==> src/design/ddo_pkg.sv <==
`timescale 1ns / 1ps

package ddo_pkg;

  localparam int unsigned CORDIC_ITERS = 30;
  localparam int unsigned ITER_W = 5;
  localparam logic [33:0] CORDIC_GAIN = 34'h026DD3B6A;

  localparam logic REG_METERS_PER_TICK = 1'b0;
  localparam logic REG_TURN_PER_TICK = 1'b1;

  localparam logic [31:0] METERS_PER_TICK_RST = 32'd894785;
  localparam logic [31:0] TURN_PER_TICK_RST = 32'd1780118;

  typedef enum logic [3:0] {
    ST_IDLE,
    ST_CHECK,
    ST_MUL_DIST,
    ST_MUL_TURN,
    ST_CORDIC_INIT,
    ST_CORDIC,
    ST_MUL_X,
    ST_MUL_Y,
    ST_UPDATE,
    ST_EMIT
  } state_e;

  typedef enum logic [1:0] {
    MSEL_DIST,
    MSEL_TURN,
    MSEL_X,
    MSEL_Y
  } mul_sel_e;

  typedef struct packed {
    logic              load_in;
    logic              prime;
    logic              latch_sum;
    logic              mul_en;
    mul_sel_e          mul_sel;
    logic              load_dist;
    logic              cordic_init;
    logic              cordic_step;
    logic [ITER_W-1:0] iter;
    logic              load_x;
    logic              load_y;
    logic              commit;
    logic              emit;
  } dp_cmd_t;

  typedef struct packed {
    logic primed;
    logic moved;
  } dp_sts_t;

  function automatic logic [31:0] atan_lookup(input logic [ITER_W-1:0] idx);
    logic [31:0] val;
    case (idx)
      5'd0:  val = 32'h20000000;
      5'd1:  val = 32'h12E4051E;
      5'd2:  val = 32'h09FB385B;
      5'd3:  val = 32'h051111D4;
      5'd4:  val = 32'h028B0D43;
      5'd5:  val = 32'h0145D7E1;
      5'd6:  val = 32'h00A2F61E;
      5'd7:  val = 32'h00517C55;
      5'd8:  val = 32'h0028BE53;
      5'd9:  val = 32'h00145F2F;
      5'd10: val = 32'h000A2F98;
      5'd11: val = 32'h000517CC;
      5'd12: val = 32'h00028BE6;
      5'd13: val = 32'h000145F3;
      5'd14: val = 32'h0000A2FA;
      5'd15: val = 32'h0000517D;
      5'd16: val = 32'h000028BE;
      5'd17: val = 32'h0000145F;
      5'd18: val = 32'h00000A30;
      5'd19: val = 32'h00000518;
      5'd20: val = 32'h0000028C;
      5'd21: val = 32'h00000146;
      5'd22: val = 32'h000000A3;
      5'd23: val = 32'h00000051;
      5'd24: val = 32'h00000029;
      5'd25: val = 32'h00000014;
      5'd26: val = 32'h0000000A;
      5'd27: val = 32'h00000005;
      5'd28: val = 32'h00000003;
      5'd29: val = 32'h00000001;
      default: val = 32'h00000000;
    endcase
    return val;
  endfunction

endpackage

==> src/design/ddo_controller.sv <==
`timescale 1ns / 1ps

module ddo_controller (
  input  logic             clk_i,
  input  logic             rst_ni,
  input  logic             in_valid_i,
  output logic             in_ready_o,
  output logic             out_valid_o,
  input  logic             out_ready_i,
  input  ddo_pkg::dp_sts_t sts_i,
  output ddo_pkg::dp_cmd_t cmd_o
);

  ddo_pkg::state_e state_q, state_d;
  logic [ddo_pkg::ITER_W-1:0] iter_q, iter_d;
  logic out_valid_q, out_valid_d;

  always_ff @(posedge clk_i or negedge rst_ni) begin
    if (!rst_ni) begin
      state_q <= ddo_pkg::ST_IDLE;
      iter_q <= '0;
      out_valid_q <= 1'b0;
    end else begin
      state_q <= state_d;
      iter_q <= iter_d;
      out_valid_q <= out_valid_d;
    end
  end

  assign out_valid_o = out_valid_q;

  always_comb begin
    state_d = state_q;
    iter_d = iter_q;
    out_valid_d = out_valid_q && !out_ready_i;
    in_ready_o = 1'b0;
    cmd_o = '0;
    cmd_o.mul_sel = ddo_pkg::MSEL_DIST;
    cmd_o.iter = iter_q;
    case (state_q)
      ddo_pkg::ST_IDLE: begin
        in_ready_o = 1'b1;
        if (in_valid_i) begin
          cmd_o.load_in = 1'b1;
          state_d = ddo_pkg::ST_CHECK;
        end
      end
      ddo_pkg::ST_CHECK: begin
        if (!sts_i.primed) begin
          cmd_o.prime = 1'b1;
          state_d = ddo_pkg::ST_IDLE;
        end else if (!sts_i.moved) begin
          state_d = ddo_pkg::ST_EMIT;
        end else begin
          cmd_o.latch_sum = 1'b1;
          state_d = ddo_pkg::ST_MUL_DIST;
        end
      end
      ddo_pkg::ST_MUL_DIST: begin
        cmd_o.mul_en = 1'b1;
        cmd_o.mul_sel = ddo_pkg::MSEL_DIST;
        state_d = ddo_pkg::ST_MUL_TURN;
      end
      ddo_pkg::ST_MUL_TURN: begin
        cmd_o.load_dist = 1'b1;
        cmd_o.mul_en = 1'b1;
        cmd_o.mul_sel = ddo_pkg::MSEL_TURN;
        state_d = ddo_pkg::ST_CORDIC_INIT;
      end
      ddo_pkg::ST_CORDIC_INIT: begin
        cmd_o.cordic_init = 1'b1;
        iter_d = '0;
        state_d = ddo_pkg::ST_CORDIC;
      end
      ddo_pkg::ST_CORDIC: begin
        cmd_o.cordic_step = 1'b1;
        if (iter_q == ddo_pkg::ITER_W'(ddo_pkg::CORDIC_ITERS - 1)) begin
          iter_d = '0;
          state_d = ddo_pkg::ST_MUL_X;
        end else begin
          iter_d = iter_q + 1'b1;
        end
      end
      ddo_pkg::ST_MUL_X: begin
        cmd_o.mul_en = 1'b1;
        cmd_o.mul_sel = ddo_pkg::MSEL_X;
        state_d = ddo_pkg::ST_MUL_Y;
      end
      ddo_pkg::ST_MUL_Y: begin
        cmd_o.load_x = 1'b1;
        cmd_o.mul_en = 1'b1;
        cmd_o.mul_sel = ddo_pkg::MSEL_Y;
        state_d = ddo_pkg::ST_UPDATE;
      end
      ddo_pkg::ST_UPDATE: begin
        cmd_o.load_y = 1'b1;
        cmd_o.commit = 1'b1;
        state_d = ddo_pkg::ST_EMIT;
      end
      ddo_pkg::ST_EMIT: begin
        if (!out_valid_q || out_ready_i) begin
          cmd_o.emit = 1'b1;
          out_valid_d = 1'b1;
          state_d = ddo_pkg::ST_IDLE;
        end
      end
      default: begin
        state_d = ddo_pkg::ST_IDLE;
      end
    endcase
  end

endmodule

==> config.mk <==
export PLATFORM = sky130hd
export DESIGN_NAME = ddo_controller
export DESIGN_NICKNAME = d
export VERILOG_FILES = /design/src/design/ddo_pkg.sv /design/src/design/ddo_controller.sv
export SDC_FILE = /design/constraint.sdc
export NUM_CORES = 1
export LEC_CHECK = 0
export BUFFER_PORTS_ARGS = -buffer_cell sky130_fd_sc_hd__buf_2
export CAP_MARGIN = 10
export CORE_UTILIZATION = 35
export DETAILED_ROUTE_END_ITERATION = 6
export PLACE_DENSITY_LB_ADDON = 0.08
export SYNTH_ARGS = -nofsm -noshare
export SYNTH_HDL_FRONTEND = slang
export SYNTH_SLANG_ARGS = --single-unit
export TNS_END_PERCENT = 20
==> constraint.sdc <==
create_clock -name clk_i -period 2.9 [get_ports clk_i]
set_input_delay 0.29 -clock clk_i [delete_from_list [all_inputs] [get_ports clk_i]]
set_output_delay 0.29 -clock clk_i [all_outputs]
set_load 0.01 [all_outputs]
==> results of run 1 <==
[registers in the layout, indices dropped and copies added (netlist names)]
signal and count:
state_q 4, iter_q 5, out_valid_o 1
[Yosys cell counts, types with 3 or more instances]
cell	count
buf_4	3
nand2_1	5
dfrtp_1	10
a31oi_1	3
nor4_1	3
nor2_1	7
nand2b_1	4
buf_2	3
a21oi_1	3
[layer usage]
layer | global-route usage | up-vias
met5 | 0 | -
met4 | 0.0706 | 0
met3 | 0.0588 | 4
met2 | 0.228 | 14
met1 | 0.224 | 317
li1 | - | 325
[logic make-up after synthesis]
logic type      Yosys count  synth area share
mux                       2            0.0295
simple gates             37             0.339
xor+xnor                  1            0.0129
compound gates           14             0.147
buf+inv                   8            0.0663
fa+ha+maj                 2            0.0368
flops                    10             0.368
[area by class of cell]
cell class,instances,share of cell area
clock buffer,4,0.0430
inverter,2,0.00889
multi-input combinational,56,0.455
sequential,10,0.296
tap,25,0.0370
timing repair buffer,26,0.160
[worst max-delay path, delay by kind of cell, from the launching register on]
| kind | cells | cell delay (ns) |
|---|---|---|
| buffers and inverters | 1 | 0.19 |
| DFF | 1 | 0.62 |
| and+or+nand+nor | 1 | 0.45 |
[per-stage QoR]
| stage | power [mW] | std cells | cell area [sq um] |
|---|---|---|---|
| floorplan | 0.468 | 74 | 679 |
| global placement | 0.552 | 118 | 798 |
| detailed placement | 0.554 | 118 | 798 |
| CTS | 0.686 | 123 | 845 |
| global route | 0.737 | 123 | 845 |
| finish | 0.674 | 123 | 845 |
[layout by cell type (no fill, tap or decap), drive strengths merged, types with 2 or more instances in the layout]
master and n:
buf 25, dfrtp 10, nor2 7, nand2 5, nand2b 4, clkbuf 4, nor4 3, a31oi 3
a21oi 3, nor3 3, inv 2, and2 2, nand4 2, o21ai 2, mux2i 2, nand3 2
ha 2
[power by group through the flow]
stage / combinational, mW / sequential [mW] / clock (mW)
after global placement: 0.281 / 0.271 / 0
after floorplan: 0.240 / 0.228 / 0
after global routing: 0.315 / 0.283 / 0.139
after CTS: 0.284 / 0.268 / 0.133
final: 0.279 / 0.269 / 0.126
after detailed placement: 0.282 / 0.272 / 0
[final timing paths]
check	slack, ns	endpoint	depth (start not counted)	start
min in group asynchronous	0.42	state_q[1]$_DFFE_PN0P_	2	rst_ni
worst max-delay path	1.07	cmd_o[9]	2	state_q[2]$_DFFE_PN0P_
worst max register to register	1.39	state_q[1]$_DFFE_PN0P_	3	state_q[2]$_DFFE_PN0P_
worst min register to register	0.52	iter_q[4]$_DFFE_PN0P_	1	iter_q[4]$_DFFE_PN0P_
worst min-delay path	0.32	out_valid_o$_DFF_PN0_	3	out_ready_i
max in group asynchronous	2.29	iter_q[4]$_DFFE_PN0P_	2	rst_ni
==> impl_metrics.py, run 1 <==
metrics = {
    "floorplanning": {
        "start_util": 0.385,
        "die_h_um": 46.1,
        "die_w_um": 46.1,
        "coreArea_sq_mm": 0.00176,
        "rows": 15,
        "ios": 26,
        "dieArea_sq_mm": 0.00212,
    },
    "sta": {
        "slew_headroom": 0.697,
        "clock.fmax_mhz": 546,
        "rsz0062_at_grt": "false",
        "setup_viol": 0,
        "period_share": 0.631,
        "whs_ns": 0.318,
        "period_needed_ns": 1.83,
        "hold_viol": 0,
        "slew_violations": 0,
        "worstMarginPinSlew_ns": 0.454,
        "setup_ws_ns": 1.07,
        "tns_ns": 0,
        "clock_skew_ns": 0.00107,
    },
    "power_and_ir_drop": {
        "p_switching_mw": 0.285,
        "vdd_drop_max_v": 0.000314,
        "p_per_area_mw_per_mm2": 798,
        "clkPwrFrac": 0.187,
        "seqPwrFrac": 0.399,
        "power_leakage_nw": 0.417,
        "p_int_mw": 0.389,
        "pwr-share-comb": 0.414,
        "p_sw_frac": 0.422,
    },
    "global_route": {
        "grt_pass1_wl_um": 2380,
        "grtUsageTotal": 0.163,
        "grt_max_degree": 17,
        "grt.overflow.total": 0,
        "antenna_found_initial": 0,
        "grt_pass1_vias": 508,
    },
    "clocking": {
        "clk-insertion-delay-late_ns": 0.27,
        "cts_setup_buffers": 0,
        "numCtsBuffers": 3,
        "max-clock-path-buffers": 2,
        "clockRootBuffer": "clkbuf_4",
        "clock_sinks": 10,
        "htree_levels": 1,
        "cts_hold_buf": 1,
        "cts_tree": "yes",
        "clk_pin_slew_ns": 0.07,
        "post_cts_resized": 0,
    },
    "finish": {
        "fin_util": 0.479,
        "num_antenna_cells": 0,
        "drive_gt1_frac": 0.327,
        "syn_to_final_growth_pct": 24.3,
        "regArea_sq_um": 250,
        "nFillCells": 194,
        "multi_input_area_sq_um": 384,
        "final_nets": 107,
    },
    "logic_synthesis": {
        "ys_types": 34,
        "yosys_warnings": 0,
        "yosysSeqAreaShare": 0.368,
        "synth_flop_cell": "dfrtp_1",
        "synth.largest_area_cell": "dfrtp_1",
        "syn_area_sq_um": 679,
        "syn-num-nets": 82,
        "syn_avg_cell_area_sq_um": 9.18,
        "ys_seq_elements": 10,
        "synth_top_area_frac": 0.368,
        "async_reset_ff_frac": 1.00,
        "synthCells": 74,
        "yosys-top-cells-area": "dfrtp_1 37%, nor2_1 3.9%, ha_1 3.7%, nand2b_1 3.7%, buf_4 3.3%",
        "synth_edf_count": 0,
    },
    "route": {
        "viasPerCell": 5.37,
        "wl_met2_um": 681,
        "vias": 660,
        "drt-initial-drc-count": 8,
        "firstDrtPassIters": 4,
        "dr_wl_met3_um": 68,
        "top_layer": "met4",
        "ant_nets": 0,
        "drc": 0,
        "wl_met1_um": 761,
        "wl_um": 1530,
        "routedWlPerCell_um": 12.5,
    },
    "setup_path": {
        "cp-end-kind": "output port",
        "crit_path_cell_trace": "and4bb_1, buf_2",
        "start_kind": "flop",
        "critPathKind": "flop to output port",
        "max_stage_delay_ns": 0.62,
        "worst_path_max_delay_cell": "dfrtp_1",
        "worst_ep_arrival_time_ns": 1.54,
        "cp_max_fo": 15,
        "cp.required_ns": 2.61,
    },
    "job": {
        "maxCapViolCount": 0,
    },
    "place": {
        "dpl.hpwl_um": 1140,
        "gp_congestion": 0.743,
        "preCtsSetupSlack_ns": 1.36,
        "port_buffers": 25,
    },
    "outcome": {
        "outcome": "finished, final reports clean",
    },
    "hold_path": {
        "hold_path_class": "input pin to flop",
    },
}
Note: power is estimated with default switching activity, not from simulation.
==> run 2, diff against run 1 <==
==> constraint.sdc (replaced) <==
create_clock -name clk_i -period 1.74 [get_ports clk_i]
set_input_delay 0.174 -clock clk_i [delete_from_list [all_inputs] [get_ports clk_i]]
set_output_delay 0.174 -clock clk_i [all_outputs]
set_load 0.01 [all_outputs]
==> impl_metrics.py, run 2 (same netlist as run 1, synthesis figures left out) <==
metrics = {
    "power_and_ir_drop": {
        "p_sw_frac": 0.428,
        "vdd_drop_max_v": 0.000590,
        "clkPwrFrac": 0.141,
        "seqPwrFrac": 0.428,
        "power_leakage_nw": 0.404,
        "pwr-share-comb": 0.431,
        "p_switching_mw": 0.456,
        "p_per_area_mw_per_mm2": 1270,
        "p_int_mw": 0.609,
    },
    "sta": {
        "whs_ns": 0.216,
        "rsz0062_at_grt": "false",
        "worstMarginPinSlew_ns": 0.384,
        "period_share": 0.918,
        "slew_violations": 0,
        "slew_headroom": 0.744,
        "setup_viol": 0,
        "tns_ns": 0,
        "clock_skew_ns": 0.00230,
        "clock.fmax_mhz": 626,
        "period_needed_ns": 1.60,
        "hold_viol": 0,
    },
    "outcome": {
        "outcome": "finished, final reports clean",
    },
    "route": {
        "ant_nets": 0,
        "wl_um": 1380,
        "firstDrtPassIters": 3,
        "drt-initial-drc-count": 2,
        "viasPerCell": 5.21,
        "drc": 0,
        "routedWlPerCell_um": 11.3,
        "vias": 636,
    },
    "clocking": {
        "clk_pin_slew_ns": 0.06,
        "clockRootBuffer": "clkbuf_4",
        "clk-insertion-delay-late_ns": 0.26,
        "htree_levels": 1,
        "clock_sinks": 10,
        "cts_setup_buffers": 0,
        "numCtsBuffers": 3,
        "cts_tree": "yes",
        "max-clock-path-buffers": 2,
    },
    "setup_path": {
        "critPathKind": "flop to output port",
        "cp-end-kind": "output port",
        "worst_path_max_delay_cell": "dfrtp_1",
        "worst_ep_arrival_time_ns": 1.42,
        "max_stage_delay_ns": 0.57,
        "cp.required_ns": 1.57,
        "cp_top_family": "flip-flops",
        "crit_path_cell_trace": "and4bb_2, buf_2",
        "cp_max_fo": 13,
        "crit_buf_inv": 1,
        "start_kind": "flop",
    },
    "finish": {
        "regMostFlops": "iter_q",
        "largest_reg_flops": 5,
        "final_nets": 107,
        "drive_gt1_frac": 0.371,
        "syn_to_final_growth_pct": 23.8,
        "final_cell_mix": "25 x buf_2, 7 x nor2_1, 7 x dfrtp_1",
        "nFillCells": 181,
        "final_common_cell": "buf_2",
        "num_antenna_cells": 0,
    },
    "global_route": {
        "grtUsageTotal": 0.150,
        "grt_pass1_wl_um": 2280,
        "grt_max_degree": 17,
        "antenna_found_initial": 0,
        "grt.overflow.total": 0,
        "grt_pass1_vias": 509,
    },
    "place": {
        "port_buffers": 25,
        "gp_congestion": 0.713,
        "dpl.hpwl_um": 1010,
    },
    "floorplanning": {
        "dieArea_sq_mm": 0.00212,
        "coreArea_sq_mm": 0.00176,
        "die_w_um": 46.1,
        "die_h_um": 46.1,
        "rows": 15,
        "ios": 26,
        "start_util": 0.385,
    },
    "job": {
        "maxCapViolCount": 0,
    },
    "hold_path": {
        "hold_path_class": "input pin to flop",
    },
}
-- run 2: cell types whose count changed in the layout (fill, tap and decap cells not counted), sizes merged --
| cell | previous run | this run |
|---|---|---|
| clkbuf | 4 | 3 |
-- run 2: metal layers --
metal / vias up / global-route usage / wire, um
li1: 322 / - / -
met1: 302 / 0.222 / 698
met2: 12 / 0.211 / 626
met3: 0 / 0.0588 / 58
met4: 0 / 0.0176 / 0
met5: - / 0 / 0
-- run 2: layout make-up --
class	count	area, sq um	share of cell area
Sequential cell	10	254	0.302
Tap cell	25	31.3	0.0372
Inverter	2	7.51	0.00893
Timing Repair Buffer	26	135	0.161
Multi-Input combinational cell	56	390	0.464
Clock buffer	3	22.5	0.0268
-- run 2: path summary, 6_finish.rpt --
check	from	end	slack, ns	depth (start not counted)
setup / recovery	state_q[0]$_DFFE_PN0P_	cmd_o[9]	0.14	2
hold / removal	out_ready_i	out_valid_o$_DFF_PN0_	0.22	3
setup reg to reg	state_q[0]$_DFFE_PN0P_	state_q[1]$_DFFE_PN0P_	0.33	3
hold reg to reg	out_valid_o$_DFF_PN0_	out_valid_o$_DFF_PN0_	0.52	2
max in group asynchronous	rst_ni	state_q[3]$_DFFE_PN0P_	1.22	2
min in group asynchronous	rst_ni	iter_q[0]$_DFFE_PN0P_	0.31	2
-- run 2: metrics by stage --
step,power (mW),std cells,area [sq um],setup WS (ns),util
2_1_floorplan,0.780,74,679,0.191,-
3_3_place_gp,0.918,118,798,0.279,0.452
3_5_place_dp,0.907,118,798,0.234,0.452
4_1_cts,1.06,122,831,0.0258,0.471
5_1_grt,1.17,122,841,0.0161,0.477
6_report,1.06,122,841,0.143,0.477
-- run 2: what timing repair did --
item | CTS | global route
hold endpoints to repair | 10 | 0
endpoints found under the setup margin | 0 | 5
gates resized for setup | 0 | 5
hold buffers | 1 | 0
-- run 2: power by group through the flow --
| stage | sequential [mW] | clock [mW] | combinational (mW) |
|---|---|---|---|
| finish | 0.456 | 0.150 | 0.459 |
| global route | 0.477 | 0.169 | 0.521 |
| CTS | 0.447 | 0.155 | 0.459 |
| detailed placement | 0.452 | 0 | 0.455 |
| global placement | 0.450 | 0 | 0.468 |
| floorplan | 0.381 | 0 | 0.400 |
-- run 2: worst register-to-register path: stages, from the launching register on --
cell and delay [ns]:
dfrtp_1 0.57, and4bb_2 0.42, nand2_1 0.12, and4b_1 0.19
==> run 3, diff against run 2 <==
--- a/config.mk
+++ b/config.mk
@@ -7,8 +7,10 @@
 export LEC_CHECK = 0
 export BUFFER_PORTS_ARGS = -buffer_cell sky130_fd_sc_hd__buf_2
 export CAP_MARGIN = 10
+export CORE_ASPECT_RATIO = 1.1
 export CORE_UTILIZATION = 35
 export DETAILED_ROUTE_END_ITERATION = 6
+export GPL_ROUTABILITY_DRIVEN = 1
 export PLACE_DENSITY_LB_ADDON = 0.08
 export SYNTH_ARGS = -nofsm -noshare
 export SYNTH_HDL_FRONTEND = slang
==> impl_metrics.py, run 3 (same netlist as run 1, synthesis figures left out) <==
metrics = {
    "outcome": {
        "outcome": "finished, final reports clean",
    },
    "clocking": {
        "max-clock-path-buffers": 2,
        "numCtsBuffers": 3,
        "cts_tree": "yes",
        "htree_levels": 1,
        "cts_setup_buffers": 0,
        "clockRootBuffer": "clkbuf_4",
        "clock_sinks": 10,
        "clk_pin_slew_ns": 0.07,
        "clk-insertion-delay-late_ns": 0.26,
    },
    "setup_path": {
        "cp_max_fo": 15,
        "r2r_start": "state_q[2]$_DFFE_PN0P_",
        "cp.required_ns": 1.57,
        "worstReg2RegEnd": "state_q[1]$_DFFE_PN0P_",
        "worst_path_max_delay_cell": "dfrtp_1",
        "crit_path_cell_trace": "and4bb_2, buf_2",
        "cp-end-kind": "output port",
        "critPathKind": "flop to output port",
        "reg2reg_setup_slack_ns": 0.27,
        "start_kind": "flop",
        "worst_ep_arrival_time_ns": 1.49,
        "reg2regPathDepth": 3,
        "max_stage_delay_ns": 0.63,
    },
    "place": {
        "gp_congestion": 0.783,
        "placed_area_sq_um": 797,
        "port_buffers": 25,
        "dpl.hpwl_um": 1050,
    },
    "power_and_ir_drop": {
        "p_switching_mw": 0.470,
        "power_leakage_nw": 0.410,
        "clkPwrFrac": 0.150,
        "p_int_mw": 0.614,
        "vdd_drop_max_v": 0.000485,
        "seqPwrFrac": 0.409,
        "pwr-share-comb": 0.441,
        "p_sw_frac": 0.434,
        "p_per_area_mw_per_mm2": 1300,
    },
    "floorplanning": {
        "die_h_um": 48.2,
        "die_w_um": 44.0,
        "dieArea_sq_mm": 0.00212,
        "start_util": 0.377,
        "coreArea_sq_mm": 0.00180,
        "rows": 16,
        "ios": 26,
    },
    "global_route": {
        "grt_max_degree": 16,
        "grt_pass1_wl_um": 2400,
        "grtUsageTotal": 0.163,
        "antenna_found_initial": 0,
        "grt.overflow.total": 0,
        "grt_pass1_vias": 547,
    },
    "sta": {
        "clock_skew_ns": 0.00243,
        "slew_headroom": 0.694,
        "period_share": 0.954,
        "worstMarginPinSlew_ns": 0.459,
        "clock.fmax_mhz": 602,
        "period_needed_ns": 1.66,
        "rsz0062_at_grt": "false",
        "setup_viol": 0,
        "tns_ns": 0,
        "hold_viol": 0,
        "slew_violations": 0,
    },
    "hold_path": {
        "worstHoldStart": "out_ready_i",
        "worstHoldEndpoint": "out_valid_o$_DFF_PN0_",
        "holdPathStages": 3,
        "hold_path_class": "input pin to flop",
    },
    "finish": {
        "syn_to_final_growth_pct": 22.5,
        "drive_gt1_frac": 0.357,
        "regMostFlops": "iter_q",
        "final_nets": 108,
        "final_cell_area_sq_um": 832,
        "largest_reg_flops": 5,
        "final_common_cell": "buf_2",
        "num_antenna_cells": 0,
        "final_cell_mix": "25 x buf_2, 8 x dfrtp_1, 7 x nor2_1",
    },
    "route": {
        "routedWlPerCell_um": 12.7,
        "vias": 639,
        "firstDrtPassIters": 6,
        "ant_nets": 0,
        "drc": 0,
        "viasPerCell": 5.51,
        "wl_um": 1470,
        "drt-initial-drc-count": 16,
    },
    "job": {
        "maxCapViolCount": 0,
    },
}
[run 3: routing by layer]
layer | vias to the layer above | GRT usage | routed length [um]
met4 | 0 | 0.158 | 48
li1 | 323 | - | -
met3 | 4 | 0.0222 | 74
met5 | - | 0 | 0
met2 | 23 | 0.247 | 612
met1 | 289 | 0.201 | 737
[run 3: power groups by stage]
stage	clock (mW)	combinational, mW	sequential (mW)
global placement	0	0.481	0.444
floorplan	0	0.400	0.381
finish	0.163	0.478	0.443
global route	0.177	0.537	0.468
detailed placement	0	0.479	0.447
CTS	0.168	0.483	0.444
[run 3: worst max-delay path by stage]
stage	from	endpoint	cells past startpoint
floorplan	state_q[2]$_DFFE_PN0P_	cmd_o[2]	3
global placement	state_q[1]$_DFFE_PN0P_	state_q[1]$_DFFE_PN0P_	3
detailed placement	state_q[2]$_DFFE_PN0P_	state_q[1]$_DFFE_PN0P_	3
CTS	state_q[2]$_DFFE_PN0P_	cmd_o[9]	2
global route	state_q[2]$_DFFE_PN0P_	cmd_o[9]	2
finish	state_q[2]$_DFFE_PN0P_	cmd_o[9]	2
[run 3: repair_timing]
| action | 4_1_cts | 5_1_grt |
|---|---|---|
| hold buffers | 1 | 0 |
| gates resized for setup | 0 | 3 |
| hold endpoints to repair | 10 | 0 |
| endpoints found under the setup margin | 0 | 3 |
[run 3: critical path: cells and delay by family, from the launching register on]
| family | cells | cell delay (ns) |
|---|---|---|
| buffers and inverters | 1 | 0.17 |
| DFF | 1 | 0.63 |
| and+or+nand+nor | 1 | 0.42 |
[run 3: final cells by class]
cell class                      count  area (sq um)
Fill cell                         190           970
Sequential cell                    10           253
Multi-Input combinational cell     56           384
Tap cell                           18          22.5
Timing Repair Buffer               27           143
Inverter                            2          7.51
Clock buffer                        3          22.5
[run 3: per-stage QoR]
step                      worst slack (ns)  hold slack [ns]  total power [mW]  cells   util
after detailed placement             0.233           0.0537             0.926    112  0.442
after global placement               0.282           0.0545             0.926    112  0.442
after CTS                           0.0445            0.202              1.09    116  0.460
after global routing               0.00798            0.225              1.18    116  0.462
after floorplan                      0.191           -0.122             0.780     74      -
final                               0.0802            0.202              1.08    116  0.462
